===== src/mex_pkg.sv =====
// Shared constants, payload types and codes for the mex-tracking multiset.
`timescale 1ns / 1ps

package mex_pkg;

    localparam int VALUE_W  = 10;
    localparam int MEX_W    = 11;
    localparam int STATUS_W = 2;

    localparam int DEF_VALUE_SPACE = 1024;
    localparam int DEF_BLOCK_SIZE  = 32;
    localparam int DEF_COUNT_WIDTH = 16;

    typedef enum logic [STATUS_W-1:0] {
        STAT_OK     = 2'd0,
        STAT_ABSENT = 2'd1,
        STAT_SAT    = 2'd2
    } t_status;

    typedef enum logic [2:0] {
        ST_CLEAR,
        ST_IDLE,
        ST_COUNT,
        ST_ROW,
        ST_SCAN
    } t_state;

    // change to the presence bit of one value
    typedef struct packed {
        logic upd;
        logic set;
    } t_pres_op;

    typedef struct packed {
        logic               mode;
        logic [VALUE_W-1:0] value;
    } t_mex_in;

    typedef struct packed {
        logic [MEX_W-1:0]    mex;
        logic [STATUS_W-1:0] status;
    } t_mex_out;

endpackage


===== src/mex_block_unit.sv =====
// Presence bitmap memory (one row per block), block-full flags and both searches.
`timescale 1ns / 1ps

module mex_block_unit
    import mex_pkg::*;
#(
    parameter int VALUE_SPACE = DEF_VALUE_SPACE,
    parameter int BLOCK_SIZE  = DEF_BLOCK_SIZE,
    localparam int NUM_BLOCKS = (VALUE_SPACE + BLOCK_SIZE - 1) / BLOCK_SIZE,
    localparam int BLK_W      = (NUM_BLOCKS > 1) ? $clog2(NUM_BLOCKS) : 1,
    localparam int COL_W      = $clog2(BLOCK_SIZE)
) (
    input  logic             i_clk,
    input  logic             i_rst_n,
    input  logic             i_clr_en,
    input  logic [BLK_W-1:0] i_clr_row,
    input  logic             i_rd_en,
    input  logic [BLK_W-1:0] i_blk,
    input  logic [COL_W-1:0] i_col,
    input  t_pres_op         i_op,
    input  logic             i_find_en,
    output logic [BLK_W-1:0] o_fb,
    output logic             o_none,
    output logic [COL_W-1:0] o_zero_col
);

    localparam int LAST_SIZE = VALUE_SPACE - (NUM_BLOCKS - 1) * BLOCK_SIZE;
    localparam logic [BLOCK_SIZE-1:0] LAST_MASK = {BLOCK_SIZE{1'b1}} >> (BLOCK_SIZE - LAST_SIZE);

    logic [BLOCK_SIZE-1:0] mem [NUM_BLOCKS];
    logic [BLOCK_SIZE-1:0] r_row_q;
    logic [NUM_BLOCKS-1:0] r_full;
    logic [NUM_BLOCKS-1:0] n_full;
    logic [BLK_W-1:0]      r_fb;
    logic                  r_none;

    logic [BLOCK_SIZE-1:0] new_row;
    logic [BLOCK_SIZE-1:0] row_mask;
    logic [BLK_W-1:0]      fb;
    logic                  none;
    logic                  wr_en;
    logic [BLK_W-1:0]      wr_addr;
    logic [BLOCK_SIZE-1:0] wr_data;
    logic                  rd_en;
    logic [BLK_W-1:0]      rd_addr;

    // row update and full flag of the touched block
    always_comb begin
        new_row        = r_row_q;
        new_row[i_col] = i_op.set;
        row_mask       = (32'(i_blk) == NUM_BLOCKS - 1) ? LAST_MASK : '1;
        n_full         = r_full;
        if (i_find_en && i_op.upd) begin
            n_full[i_blk] = ((new_row | ~row_mask) == '1);
        end
    end

    // lowest block that is not full
    always_comb begin
        fb   = '0;
        none = 1'b1;
        for (int i = NUM_BLOCKS - 1; i >= 0; i--) begin
            if (!n_full[i]) begin
                fb   = BLK_W'(i);
                none = 1'b0;
            end
        end
    end

    // lowest free column of the row read back
    always_comb begin
        o_zero_col = '0;
        for (int i = BLOCK_SIZE - 1; i >= 0; i--) begin
            if (!r_row_q[i]) begin
                o_zero_col = COL_W'(i);
            end
        end
    end

    assign wr_en   = i_clr_en | (i_find_en & i_op.upd);
    assign wr_addr = i_clr_en ? i_clr_row : i_blk;
    assign wr_data = i_clr_en ? '0 : new_row;
    assign rd_en   = i_rd_en | i_find_en;
    assign rd_addr = i_find_en ? fb : i_blk;

    always_ff @(posedge i_clk) begin
        if (wr_en) begin
            mem[wr_addr] <= wr_data;
        end
    end

    // write-first: search may read back the row updated in the same cycle
    always_ff @(posedge i_clk) begin
        if (rd_en) begin
            if (wr_en && (wr_addr == rd_addr)) begin
                r_row_q <= wr_data;
            end else begin
                r_row_q <= mem[rd_addr];
            end
        end
    end

    always_ff @(posedge i_clk) begin
        if (!i_rst_n) begin
            r_full <= '0;
        end else begin
            r_full <= n_full;
        end
    end

    always_ff @(posedge i_clk) begin
        if (i_find_en) begin
            r_fb   <= fb;
            r_none <= none;
        end
    end

    assign o_fb   = r_fb;
    assign o_none = r_none;

endmodule


===== config.mk =====
export PLATFORM = sky130hd
export DESIGN_NAME = mex_block_unit
export DESIGN_NICKNAME = d
export VERILOG_FILES = /design/src/mex_pkg.sv /design/src/mex_block_unit.sv
export SDC_FILE = /design/constraint.sdc
export NUM_CORES = 2
export LEC_CHECK = 0
export ABC_CLOCK_PERIOD_IN_PS = 4120
export BUFFER_PORTS_ARGS = -buffer_cell sky130_fd_sc_hd__buf_2
export CORE_AREA = 5 5 363 365
export DETAILED_ROUTE_END_ITERATION = 8
export DIE_AREA = 0 0 368 370
export PLACE_DENSITY = 0.6
export SETUP_SLACK_MARGIN = 0.2
export SLEW_MARGIN = 20
export SYNTH_ARGS = -nofsm -noshare
export SYNTH_HDL_FRONTEND = slang
export SYNTH_SLANG_ARGS = --single-unit

===== constraint.sdc =====
create_clock -name i_clk -period 4.12 [get_ports i_clk]
set_input_delay 0.206 -clock i_clk [delete_from_list [all_inputs] [get_ports i_clk]]
set_output_delay 0.206 -clock i_clk [all_outputs]
set_load 0.005 [all_outputs]

==> flow_metrics.env <==
export IMPL_layout_nets=4485
export IMPL_ys_flop_type="edfxtp_1"
export IMPL_power_density_mw_per_mm2=397.2
export IMPL_die_h_um=370
export IMPL_drive_above_1_share=0.2929
export IMPL_synth_edf_count=1062
export IMPL_finClkSkew_ps=42.23
export IMPL_tritoncts="done"
export IMPL_critical_path_arrival_ps=5310
export IMPL_clk_path_buf_depth=3
export IMPL_p_total_mw=26.05
export IMPL_rsz0062_at_grt="true"
export IMPL_synth_top_cell_area_share=0.6270
export IMPL_initial_utilization=0.3959
export IMPL_grt_total_usage=0.2423
export IMPL_hold_class="in2reg"
export IMPL_async_flop_share=0
export IMPL_synth_most_common_cell="edfxtp_1"
export IMPL_antenna_found_initial=3
export IMPL_cts_buffers=112
export IMPL_detail_route_wl_per_cell_um=27.70
export IMPL_finalSetupViolations=32
export IMPL_status="finished with violations"
export IMPL_synthDistinctLibCells=88
export IMPL_htreeDepth=3
export IMPL_hold_start="i_blk[4]"
export IMPL_worstMarginPinSlew_ps=1179
export IMPL_grt_max_degree=169
export IMPL_yosys_top_cells_count="1,062 x edfxtp_1, 457 x mux2i_1, 335 x a221oi_1"
export IMPL_clk_pin_slew_worst_paths_ps=70
export IMPL_fillers=10690
export IMPL_gpl_final_weighted_congestion=0.9483
export IMPL_relSlewSlack=0.2139
export IMPL_dp_hpwl_mm=104.9
export IMPL_fp_dieW_um=368
export IMPL_ioPinCount=33
export IMPL_cp_cell_sequence="buf_6, a31oi_4, or4_4, nor4_4, and4_4, buf_6, buf_12, mux2i_1, nor2b_1, nor4b_2, buf_4, o2111ai_4, buf_6, nand2_8, buf_12, buf_12, buf_8, mux2_2, nand2_1, nand4_1, o31ai_2"
export IMPL_drt_first_pass_iters=5
export IMPL_r2r_slack_ps=-640
export IMPL_failed_checks="negative setup slack"
export IMPL_r2r_start="r_row_q[16]"
export IMPL_final_hold_viol_count=0
export IMPL_final_antenna_net_count=0
export IMPL_num_rows=132
export IMPL_vias=38670
export IMPL_syn_to_final_growth_pct=28.96
export IMPL_crit_type="reg2reg"
export IMPL_ys_warn_count=0
export IMPL_synth_area_per_cell_um2=13.22
export IMPL_finalMaxSlewViolations=0
export IMPL_clock_sinks=1094
export IMPL_path_max_fanout=9
export IMPL_maxCapViolations=0
export IMPL_grt_pass1_wl_mm=247.3
export IMPL_min_period_ps=4757
export IMPL_finalCritPeriodShare=1.155
export IMPL_initialDrtViolationCount=4426
export IMPL_max_freq_ghz=0.2102
export IMPL_dpl_cell_count=5874
export IMPL_die_area_mm2=0.1362
export IMPL_leakagePower_nw=22.72
export IMPL_grt_pass1_vias=36540
export IMPL_cp_startpoint="r_row_q[16]"
export IMPL_start_kind="register"
export IMPL_antennaDiodeCount=0
export IMPL_crit_required_ps=4670
export IMPL_synthesis_area_mm2=0.05087
export IMPL_layoutNonFillerInstCount=6230
export IMPL_cts_root_buf="clkbuf_16"
export IMPL_vdd_ir_drop_max_mv=0.3312
export IMPL_endpoint_kind="register"
export IMPL_synth_net_count=3869
export IMPL_synth_area_top_cells="edfxtp_1 63%, mux2i_1 9.0%, a221oi_1 5.8%, a21oi_1 2.3%, nand2_1 2.3%"
export IMPL_final_core_util=0.5105
export IMPL_clock_latency_ps=750
export IMPL_port_buffers=32
export IMPL_fin_ws_ps=-637.5
export IMPL_overflow=0
export IMPL_coreArea_mm2=0.1285
export IMPL_drc=0
export IMPL_yosys_area_top_type="edfxtp_1"
export IMPL_avgViaCountPerCell=6.207
export IMPL_synth_seq_cells=1094
export IMPL_syn_inst=3847
export IMPL_cpPeakStageDelay_ps=550
export IMPL_slowest_stage="or4_4"
export IMPL_totalWireLength_mm=172.5
export IMPL_ys_seq_area_frac=0.6396
-- registers in the layout, summed over array words and instances, names as in the netlist --
register  count
mem        1024
r_full       32
o_none        1
o_fb          5
r_row_q      32
-- what timing repair did --
action                     CTS  global route
setup buffers               79            45
gates cloned                17             6
setup endpoints to repair   33            33
hold endpoints to repair     9             0
pin swaps                   76            87
hold buffers                 3             0
gates resized for setup    209           194
-- power by group --
part	internal [mW]	switching (mW)	leakage, nW
registers	12.6	0.109	10.0
logic	1.11	1.78	10.9
clock network	6.03	4.45	1.84
total	19.7	6.34	22.7
-- per-stage QoR --
stage | setup TNS, ps | setup slack, ps | hold WS [ps] | cell area (um^2)
after floorplan | -1606 | -104.9 | 318.5 | 51200
after global placement | -34960 | -1392 | 488.9 | 58140
after detailed placement | -37610 | -1390 | 490.8 | 58140
after CTS | -20080 | -685.0 | 32.08 | 64140
after global routing | -20940 | -704.5 | 158.3 | 65600
final | -17360 | -637.5 | 75.39 | 65600
-- critical path: cells and delay by family (launching register included) --
kind / cells / cell delay, ps
simple gates: 8 / 2060
buf+inv: 8 / 1190
flops: 1 / 350
compound gates: 3 / 520
mux: 2 / 400
-- logic make-up (layout without fill, tap and decap cells) --
family | after synthesis | count (layout) | synth area share
multiplexers | 490 | 490 | 0.09746
buffers and inverters | 332 | 1038 | 0.02905
XOR/XNOR | 8 | 8 | 0.001378
flip-flops | 1094 | 1094 | 0.6396
AND/OR/NAND/NOR | 827 | 829 | 0.07724
AO/OA/AOI/OAI | 1096 | 1096 | 0.1553
-- metal layers --
layer | share of wire | routed length (um) | global-route usage | up-vias
met5 | 0 | 0 | 0 | -
met4 | 0.046 | 7869 | 0.09782 | 0
met3 | 0.082 | 14190 | 0.03673 | 396
met2 | 0.46 | 80090 | 0.3927 | 1783
met1 | 0.41 | 70400 | 0.3289 | 19660
li1 | - | - | - | 16830
-- path summary, 6_finish.rpt --
| check | to | cells after the start |
|---|---|---|
| setup / recovery | r_row_q[22] | 21 |
| hold / removal | r_full[30] | 5 |
| setup reg to reg | r_row_q[22] | 21 |
| hold reg to reg | r_full[30] | 2 |
-- layout make-up --
class / count / area [um^2] / area share
Clock buffer: 130 / 2870 / 0.04376
Clock inverter: 76 / 914.6 / 0.01394
Inverter: 20 / 82.58 / 0.001259
Multi-Input combinational cell: 2423 / 18900 / 0.2881
Sequential cell: 1094 / 32530 / 0.4959
Tap cell: 1675 / 2096 / 0.03195
Timing Repair Buffer: 812 / 8203 / 0.1250
-- placed cells by master, fill, tap and decap left out, drive strengths merged, types with 25 or more instances in the layout --
cell type / instances
edfxtp: 1062
buf: 793
mux2i: 457
a221oi: 335
nand2: 315
a21oi: 240
nor2: 185
clkbuf: 136
o21ai: 106
nand3: 93
a31oi: 63
nand4: 56
o22ai: 51
clkinv: 51
o211ai: 43
and3: 40
a211oi: 33
dfxtp: 32
mux2: 32
a22oi: 28
and2: 27
o31ai: 27
inv: 26
a32oi: 25
No activity file was read; power rests on OpenSTA's default activity.
